==> src/rtl/ssbk_pkg.sv <==
// Shared types, codes and constants of the stable sort and batch block.
package ssbk_pkg;

	localparam int MAX_ENTRIES_DEF = 32;
	localparam int TEX_W = 32;
	localparam int DEP_W = 32;
	localparam int INDEX_W = 5;
	localparam int VTX_W = 8;
	localparam int MODE_W = 2;
	localparam logic [VTX_W-1:0] VERTS_PER_ENTRY = 8'd6;

	localparam logic [MODE_W-1:0] MODE_TEX_UP = 2'd0;
	localparam logic [MODE_W-1:0] MODE_DEP_UP = 2'd1;
	localparam logic [MODE_W-1:0] MODE_DEP_DOWN = 2'd2;

	localparam logic KIND_ENTRY = 1'b0;
	localparam logic KIND_BATCH = 1'b1;

	typedef struct packed {
		logic [TEX_W-1:0] tex;
		logic [DEP_W-1:0] dep;
	} key_t;

endpackage

==> src/rtl/ssbk_ram.sv <==
// Generic single write port RAM with one registered read port.
module ssbk_ram #(
	parameter int WIDTH = 32,
	parameter int DEPTH = 32,
	localparam int AW = $clog2(DEPTH)
) (
	input  logic             clk,
	input  logic             we,
	input  logic [AW-1:0]    waddr,
	input  logic [WIDTH-1:0] wdata,
	input  logic [AW-1:0]    raddr,
	output logic [WIDTH-1:0] rdata
);

	logic [WIDTH-1:0] mem [DEPTH];

	always_ff @(posedge clk) begin
		if (we) begin
			mem[waddr] <= wdata;
		end
		rdata <= mem[raddr];
	end

endmodule

==> src/rtl/ssbk_cmp.sv <==
// Shared key comparator: decides whether entry a goes strictly before entry b.
module ssbk_cmp
	import ssbk_pkg::*;
(
	input  logic [MODE_W-1:0] mode,
	input  key_t              a,
	input  key_t              b,
	output logic              ahead
);

	logic [DEP_W-1:0] da;
	logic [DEP_W-1:0] db;

	// Flipping the sign bit turns a signed compare into an unsigned one.
	assign da = {~a.dep[DEP_W-1], a.dep[DEP_W-2:0]};
	assign db = {~b.dep[DEP_W-1], b.dep[DEP_W-2:0]};

	always_comb begin
		unique case (mode)
			MODE_TEX_UP: ahead = a.tex < b.tex;
			MODE_DEP_UP: ahead = da < db;
			MODE_DEP_DOWN: ahead = da > db;
			default: ahead = 1'b0;
		endcase
	end

endmodule

==> src/rtl/stable_sort_and_batch_by_key.sv <==
// Top level of the stable sort and batch block: loader, sort sequencer and output stage.
//
// Entries arrive on the input channel (in_valid/in_ready) one request per cycle while
// the block is loading. Each is written to the texture and depth RAMs; once MAX_ENTRIES
// are held, further entries are dropped and the overflow flag is set. An entry with
// last_entry set ends the set and closes the input channel until all records are out.
// Sorting is an insertion sort run by a small sequencer around one shared comparator:
// each compare step reads the index RAM, then the key RAM, then compares and writes
// back. Output then reads the index RAM and the key RAM for each entry record and
// sends one record per request on the output channel (out_valid/out_ready). The record
// is held in an output register; a stalled receiver freezes the sequencer, nothing is
// lost. The sort_mode port is written through cfg_valid/cfg_ready and takes effect at
// once; the user must write it only while loading for it to apply to the next completed
// set, as the block itself does not enforce this. Reset clears the entry count, the
// overflow flag and sort_mode; the entry RAMs are not cleared and need no clearing pass.
module stable_sort_and_batch_by_key
	import ssbk_pkg::*;
#(
	parameter int MAX_ENTRIES = MAX_ENTRIES_DEF
) (
	input  logic                    clk,
	input  logic                    arst_n,
	input  logic                    cfg_valid,
	output logic                    cfg_ready,
	input  logic [MODE_W-1:0]       sort_mode,
	input  logic                    in_valid,
	output logic                    in_ready,
	input  logic [TEX_W-1:0]        texture_id,
	input  logic signed [DEP_W-1:0] depth,
	input  logic                    last_entry,
	output logic                    out_valid,
	input  logic                    out_ready,
	output logic                    kind,
	output logic [INDEX_W-1:0]      entry_index,
	output logic [TEX_W-1:0]        batch_texture,
	output logic [VTX_W-1:0]        vertex_offset,
	output logic [VTX_W-1:0]        vertex_count,
	output logic                    overflowed,
	output logic                    last_result
);

	localparam int IDX_W = $clog2(MAX_ENTRIES);
	localparam int CNT_W = $clog2(MAX_ENTRIES + 1);

	localparam logic [3:0] ST_LOAD = 4'd0;
	localparam logic [3:0] ST_SORT_CUR = 4'd1;
	localparam logic [3:0] ST_SORT_LAT = 4'd2;
	localparam logic [3:0] ST_SORT_STEP = 4'd3;
	localparam logic [3:0] ST_SORT_KEY = 4'd4;
	localparam logic [3:0] ST_SORT_CMP = 4'd5;
	localparam logic [3:0] ST_OUT_RD = 4'd6;
	localparam logic [3:0] ST_OUT_KEY = 4'd7;
	localparam logic [3:0] ST_OUT_EMIT = 4'd8;
	localparam logic [3:0] ST_OUT_FINAL = 4'd9;

	logic [3:0]        state_q;
	logic [MODE_W-1:0] mode_q;
	logic [CNT_W-1:0]  count_q;
	logic              ovf_q;
	logic [CNT_W-1:0]  i_q;
	logic [IDX_W-1:0]  j_q;
	logic [IDX_W-1:0]  e_q;
	key_t              cur_q;
	logic [CNT_W-1:0]  p_q;
	logic [VTX_W-1:0]  vtx_q;
	logic [VTX_W-1:0]  run_vtx_q;
	logic [TEX_W-1:0]  run_tex_q;

	logic              out_valid_q;
	logic              kind_q;
	logic [INDEX_W-1:0] entry_index_q;
	logic [TEX_W-1:0]  batch_texture_q;
	logic [VTX_W-1:0]  vertex_offset_q;
	logic [VTX_W-1:0]  vertex_count_q;
	logic              overflowed_q;
	logic              last_result_q;

	logic              accept;
	logic              has_room;
	logic              slot_free;
	logic              key_we;
	logic [IDX_W-1:0]  key_raddr;
	logic              idx_we;
	logic [IDX_W-1:0]  idx_waddr;
	logic [IDX_W-1:0]  idx_wdata;
	logic [IDX_W-1:0]  idx_raddr;
	logic [TEX_W-1:0]  tex_rd;
	logic [DEP_W-1:0]  dep_rd;
	logic [IDX_W-1:0]  idx_rd;
	key_t              rd_key;
	logic              ahead;
	logic              new_run;
	logic              emit_entry;
	logic              emit_batch;
	logic              emit_final;
	logic [CNT_W-1:0]  p_nxt;
	logic [CNT_W-1:0]  i_nxt;

	assign cfg_ready = 1'b1;
	assign in_ready = state_q == ST_LOAD;
	assign accept = in_valid && in_ready;
	assign has_room = count_q < CNT_W'(MAX_ENTRIES);
	assign key_we = accept && has_room;
	assign slot_free = !out_valid_q || out_ready;
	assign rd_key = '{tex: tex_rd, dep: dep_rd};
	assign p_nxt = p_q + CNT_W'(1);
	assign i_nxt = i_q + CNT_W'(1);
	assign new_run = (p_q != '0) && (tex_rd != run_tex_q);
	assign emit_batch = (state_q == ST_OUT_EMIT) && slot_free && new_run;
	assign emit_entry = (state_q == ST_OUT_EMIT) && slot_free && !new_run;
	assign emit_final = (state_q == ST_OUT_FINAL) && slot_free;

	always_comb begin
		unique case (state_q)
			ST_SORT_CUR: key_raddr = i_q[IDX_W-1:0];
			ST_SORT_KEY, ST_OUT_KEY: key_raddr = idx_rd;
			default: key_raddr = e_q;
		endcase
	end

	always_comb begin
		idx_raddr = p_q[IDX_W-1:0];
		idx_we = 1'b0;
		idx_waddr = j_q;
		idx_wdata = i_q[IDX_W-1:0];
		unique case (state_q)
			ST_SORT_STEP: begin
				idx_raddr = j_q - IDX_W'(1);
				idx_we = j_q == '0;
			end
			ST_SORT_CMP: begin
				idx_we = 1'b1;
				idx_wdata = ahead ? e_q : i_q[IDX_W-1:0];
			end
			default: begin
				idx_we = 1'b0;
			end
		endcase
	end

	ssbk_ram #(.WIDTH(TEX_W), .DEPTH(MAX_ENTRIES)) u_tex_ram (
		.clk   (clk),
		.we    (key_we),
		.waddr (count_q[IDX_W-1:0]),
		.wdata (texture_id),
		.raddr (key_raddr),
		.rdata (tex_rd)
	);

	ssbk_ram #(.WIDTH(DEP_W), .DEPTH(MAX_ENTRIES)) u_dep_ram (
		.clk   (clk),
		.we    (key_we),
		.waddr (count_q[IDX_W-1:0]),
		.wdata (depth),
		.raddr (key_raddr),
		.rdata (dep_rd)
	);

	ssbk_ram #(.WIDTH(IDX_W), .DEPTH(MAX_ENTRIES)) u_idx_ram (
		.clk   (clk),
		.we    (idx_we),
		.waddr (idx_waddr),
		.wdata (idx_wdata),
		.raddr (idx_raddr),
		.rdata (idx_rd)
	);

	ssbk_cmp u_cmp (
		.mode  (mode_q),
		.a     (cur_q),
		.b     (rd_key),
		.ahead (ahead)
	);

	always_ff @(posedge clk or negedge arst_n) begin
		if (!arst_n) begin
			mode_q <= MODE_TEX_UP;
		end else if (cfg_valid && cfg_ready) begin
			mode_q <= sort_mode;
		end
	end

	always_ff @(posedge clk or negedge arst_n) begin
		if (!arst_n) begin
			state_q <= ST_LOAD;
			count_q <= '0;
			ovf_q <= 1'b0;
			i_q <= '0;
			j_q <= '0;
			p_q <= '0;
		end else begin
			unique case (state_q)
				ST_LOAD: begin
					if (accept) begin
						if (has_room) begin
							count_q <= count_q + CNT_W'(1);
						end else begin
							ovf_q <= 1'b1;
						end
						if (last_entry) begin
							i_q <= '0;
							state_q <= ST_SORT_CUR;
						end
					end
				end
				ST_SORT_CUR: begin
					if (i_q == count_q) begin
						p_q <= '0;
						state_q <= ST_OUT_RD;
					end else begin
						state_q <= ST_SORT_LAT;
					end
				end
				ST_SORT_LAT: begin
					j_q <= i_q[IDX_W-1:0];
					state_q <= ST_SORT_STEP;
				end
				ST_SORT_STEP: begin
					if (j_q == '0) begin
						i_q <= i_nxt;
						state_q <= ST_SORT_CUR;
					end else begin
						state_q <= ST_SORT_KEY;
					end
				end
				ST_SORT_KEY: begin
					state_q <= ST_SORT_CMP;
				end
				ST_SORT_CMP: begin
					if (ahead) begin
						j_q <= j_q - IDX_W'(1);
						state_q <= ST_SORT_STEP;
					end else begin
						i_q <= i_nxt;
						state_q <= ST_SORT_CUR;
					end
				end
				ST_OUT_RD: begin
					state_q <= ST_OUT_KEY;
				end
				ST_OUT_KEY: begin
					state_q <= ST_OUT_EMIT;
				end
				ST_OUT_EMIT: begin
					if (emit_entry) begin
						p_q <= p_nxt;
						state_q <= (p_nxt == count_q) ? ST_OUT_FINAL : ST_OUT_RD;
					end
				end
				ST_OUT_FINAL: begin
					if (emit_final) begin
						count_q <= '0;
						ovf_q <= 1'b0;
						state_q <= ST_LOAD;
					end
				end
				default: begin
					state_q <= ST_LOAD;
				end
			endcase
		end
	end

	always_ff @(posedge clk) begin
		if (state_q == ST_SORT_LAT) begin
			cur_q <= rd_key;
		end
		if (state_q == ST_SORT_KEY || state_q == ST_OUT_KEY) begin
			e_q <= idx_rd;
		end
		if (state_q == ST_SORT_CUR) begin
			vtx_q <= '0;
			run_vtx_q <= '0;
		end else if (emit_entry) begin
			vtx_q <= vtx_q + VERTS_PER_ENTRY;
			run_tex_q <= tex_rd;
		end else if (emit_batch) begin
			run_vtx_q <= vtx_q;
			run_tex_q <= tex_rd;
		end
	end

	always_ff @(posedge clk or negedge arst_n) begin
		if (!arst_n) begin
			out_valid_q <= 1'b0;
		end else if (emit_entry || emit_batch || emit_final) begin
			out_valid_q <= 1'b1;
		end else if (out_ready) begin
			out_valid_q <= 1'b0;
		end
	end

	always_ff @(posedge clk) begin
		if (emit_entry) begin
			kind_q <= KIND_ENTRY;
			entry_index_q <= INDEX_W'(e_q);
			batch_texture_q <= tex_rd;
			vertex_offset_q <= vtx_q;
			vertex_count_q <= '0;
			overflowed_q <= ovf_q;
			last_result_q <= 1'b0;
		end else if (emit_batch || emit_final) begin
			kind_q <= KIND_BATCH;
			entry_index_q <= '0;
			batch_texture_q <= run_tex_q;
			vertex_offset_q <= run_vtx_q;
			vertex_count_q <= vtx_q - run_vtx_q;
			overflowed_q <= ovf_q;
			last_result_q <= emit_final;
		end
	end

	assign out_valid = out_valid_q;
	assign kind = kind_q;
	assign entry_index = entry_index_q;
	assign batch_texture = batch_texture_q;
	assign vertex_offset = vertex_offset_q;
	assign vertex_count = vertex_count_q;
	assign overflowed = overflowed_q;
	assign last_result = last_result_q;

endmodule

==> config.mk <==
export PLATFORM = sky130hd
export DESIGN_NAME = stable_sort_and_batch_by_key
export DESIGN_NICKNAME = d
export VERILOG_FILES = /design/src/rtl/ssbk_pkg.sv /design/src/rtl/ssbk_ram.sv /design/src/rtl/ssbk_cmp.sv /design/src/rtl/stable_sort_and_batch_by_key.sv
export SDC_FILE = /design/constraint.sdc
export NUM_CORES = 2
export LEC_CHECK = 0
export BUFFER_PORTS_ARGS = -buffer_cell sky130_fd_sc_hd__buf_2
export CAP_MARGIN = 20
export CORE_ASPECT_RATIO = 1.5
export CORE_MARGIN = 1.5
export CORE_UTILIZATION = 63
export CTS_CLUSTER_SIZE = 20
export DETAILED_ROUTE_END_ITERATION = 10
export PLACE_DENSITY = 0.8
export SLEW_MARGIN = 20
export SYNTH_ARGS = -nofsm -noshare
export SYNTH_HDL_FRONTEND = slang
export SYNTH_SLANG_ARGS = --single-unit
export TNS_END_PERCENT = 50
==> constraint.sdc <==
create_clock -name clk -period 5.22 [get_ports clk]
set_input_delay 0.783 -clock clk [delete_from_list [all_inputs] [get_ports clk]]
set_output_delay 0.783 -clock clk [all_outputs]
set_load 0.03 [all_outputs]
==> flow_metrics.env <==
export IMPL_status="finished, final reports clean"
export IMPL_postLayoutCoreUtil=0.704
export IMPL_finalWorstSetupSlack_ps=782
export IMPL_clockRootBuffer="clkbuf_16"
export IMPL_endpoint_kind="register"
export IMPL_core_um2=152000
export IMPL_synth_area_per_cell_um2=15.5
export IMPL_clkSinkCount=2477
export IMPL_vdd_drop_max_v=0.000695
export IMPL_start_util=0.636
export IMPL_yosysMostFrequentCell="edfxtp_1"
export IMPL_grt_use_total=0.332
export IMPL_drt_first_iter_violations=8388
export IMPL_ant_nets=0
export IMPL_crit_path_end="u_tex_ram.rdata[1]"
export IMPL_synth_seq_cells=2477
export IMPL_ys_warn_count=0
export IMPL_met2_usage=0.549
export IMPL_path_clk_slew_ps=70
export IMPL_startpoint="state_q[1]"
export IMPL_wl_um=259000
export IMPL_nFillCells=8985
export IMPL_finClkSkew_ps=33.2
export IMPL_num_rows=175
export IMPL_top_usage_layer="met2"
export IMPL_p_leak_uw=0.0364
export IMPL_insertion_delay_ps=850
export IMPL_required_ps=5940
export IMPL_dieArea_um2=156000
export IMPL_antenna_found_initial=20
export IMPL_synth_top_cell_area_share=0.731
export IMPL_gp_congestion=0.916
export IMPL_yosysTopAreaCell="edfxtp_1"
export IMPL_fin_crit_ps=4440
export IMPL_crit_path_start_kind="register"
export IMPL_slew_violations=0
export IMPL_rr_startpoint="state_q[1]"
export IMPL_synth_edf_count=2354
export IMPL_r2r_cells=11
export IMPL_io_pins=131
export IMPL_synthToLayoutAreaGrowth_pct=10.7
export IMPL_cts_tree="done"
export IMPL_port_buffers=127
export IMPL_die_width_um=323
export IMPL_die_h_um=483
export IMPL_setup_violations=0
export IMPL_post_cts_buffers=0
export IMPL_wl_per_cell_um=30.0
export IMPL_cts_buffers=202
export IMPL_syn_area_um2=96600
export IMPL_rsz0062_at_grt="no"
export IMPL_synthArstFlopShare=0.0125
export IMPL_critPathMaxFanout=56
export IMPL_vias=58200
export IMPL_fin_nets=6546
export IMPL_timing_final_crit_share=0.850
export IMPL_max_cap_viol_count=0
export IMPL_slew_headroom=0.211
export IMPL_grt_pass1_vias=58200
export IMPL_drt_pass1_iterations=8
export IMPL_grt_start_max_net_pins=201
export IMPL_syn_inst=6233
export IMPL_max_freq_mhz=225
export IMPL_postCtsHoldBufs=0
export IMPL_hp_class="in -> async"
export IMPL_tightest_slew_ps=1180
export IMPL_crit_type="reg -> reg"
export IMPL_drive_gt1_frac=0.129
export IMPL_hold_viol=0
export IMPL_cts_max_level=4
export IMPL_use_met1=0.394
export IMPL_synth_distinct_cells=76
export IMPL_rr_endpoint="u_tex_ram.rdata[1]"
export IMPL_dp_hpwl_um=143000
export IMPL_ctsResizeCount=0
export IMPL_ys_seq_area_frac=0.759
export IMPL_vias_per_cell=6.76
export IMPL_synth_area_leaders="edfxtp_1 73%, nand2_1 4.9%, mux4_2 3.5%"
export IMPL_finalSetupTns_ps=0
export IMPL_cts_buffer_depth=3
export IMPL_worst_hold_slack_ps=27.8
export IMPL_globalRouteMet3Util=0.0714
export IMPL_grt_overflow_total=0
export IMPL_drc=0
export IMPL_synth_common_cells="2354 x edfxtp_1, 1249 x nand2_1, 354 x nand3_1"
export IMPL_yosys_most_used_dff="edfxtp_1"
export IMPL_worst_endpoint_arrival_ps=5160
export IMPL_grt_pass1_wl_um=374000
export IMPL_powerDensity_nw_per_um2=558
export IMPL_reg2reg_slack_ps=780
export IMPL_dp_slack_ps=932
## critical path, stage by stage, from the launching register on
cell and delay, ps:
dfrtp_1 810, xnor2_1 330, a32o_2 390, nor2_4 720, buf_12 320, buf_4 320, buf_12 350, mux2i_1 320
o22ai_1 140, nor4_1 280, buf_4 170, a31oi_1 30
## where the power goes
group          switching [uW]  total [uW]  leakage, uW  internal, uW
registers                1110       24100       0.0224         22900
logic                   13400       20200       0.0107          6820
clock network            6890       15400      0.00327          8520
total                   21400       59700       0.0364         38300
## per-stage QoR
| step | instance area (um^2) | total power [uW] | instances |
|---|---|---|---|
| global placement | 100000 | 43400 | 8222 |
| floorplan | 96600 | 37200 | 6234 |
| finish | 107000 | 59700 | 8613 |
| detailed placement | 100000 | 44000 | 8222 |
| CTS | 107000 | 59300 | 8601 |
| global route | 107000 | 61600 | 8607 |
## layer usage
layer,vias to the layer above,wire [um],share of wire
met5,-,42,0.00016
met3,1065,29400,0.11
met4,6,19300,0.075
met2,4363,127000,0.49
li1,24100,-,-
met1,28600,83000,0.32
## cell usage in the layout, fill, tap and decap left out, types with 18 or more instances in the layout
cell / count
clkinv_2: 40
o211ai_1: 21
nand3_1: 353
o22ai_1: 88
mux2i_1: 247
inv_1: 85
buf_2: 127
a21oi_1: 188
a31oi_1: 113
a221oi_1: 41
buf_12: 26
xnor2_1: 18
a311oi_1: 32
dfrtp_1: 31
buf_4: 152
nor4_1: 60
clkinv_1: 33
mux4_2: 150
a22o_1: 23
nand4_1: 60
ha_1: 82
a32o_1: 18
clkbuf_1: 45
a211oi_1: 22
o21ai_0: 70
nand2_1: 1248
bufinv_16: 21
nor3_1: 20
xor2_1: 46
dfxtp_1: 92
and3_1: 89
edfxtp_1: 2354
nor2_1: 83
a32oi_1: 48
clkbuf_16: 207
nor2_4: 39
## cell type report
class / instances / area [um^2] / area share
multi-input cells: 3318 / 21800 / 0.203
diodes: 12 / 30.0 / 0.000281
inverters: 87 / 328 / 0.00307
flip-flops and latches: 2477 / 73300 / 0.685
clock inverters: 113 / 1140 / 0.0107
well taps: 2035 / 2550 / 0.0238
clock buffers: 266 / 5540 / 0.0518
repair buffers: 305 / 2300 / 0.0215
## cell families after synthesis
family / after synthesis / share of synthesized area
AO/OA/AOI/OAI: 729 / 0.0500
XOR/XNOR: 65 / 0.00597
adder cells (fa/ha/maj): 83 / 0.0108
buffers and inverters: 439 / 0.0208
flip-flops: 2477 / 0.759
multiplexers: 408 / 0.0618
other: 2 / 0.0000777
AND/OR/NAND/NOR: 2030 / 0.0919
## registers in the layout, indices dropped and copies added (netlist names), 5 cells and up
register and flops:
u_dep_ram.rdata 32, entry_index 5, vertex_offset 7, vertex_count 7, idx_waddr 5, u_tex_ram.mem 1024, i_q 6, cur_q 64
vtx_q 7, u_dep_ram.mem 1024, p_q 6, count_q 6, u_idx_ram.mem 160, batch_texture 32, run_tex_q 32, u_tex_ram.rdata 32
run_vtx_q 7, u_idx_ram.rdata 5, e_q 5
## how the worst min path moves through the flow
stage | start | to | slack (ps) | cells after the start
final | arst_n | i_q[2] | 30 | 1
after global routing | arst_n | i_q[2] | 50 | 1
after CTS | arst_n | count_q[4] | 0.04 | 1
after detailed placement | u_dep_ram.rdata[17] | cur_q[17] | 420 | 0
after global placement | u_dep_ram.rdata[16] | cur_q[16] | 420 | 0
after floorplan | u_idx_ram.rdata[0] | e_q[0] | 410 | 0
Note: power is estimated with default switching activity, not from simulation.
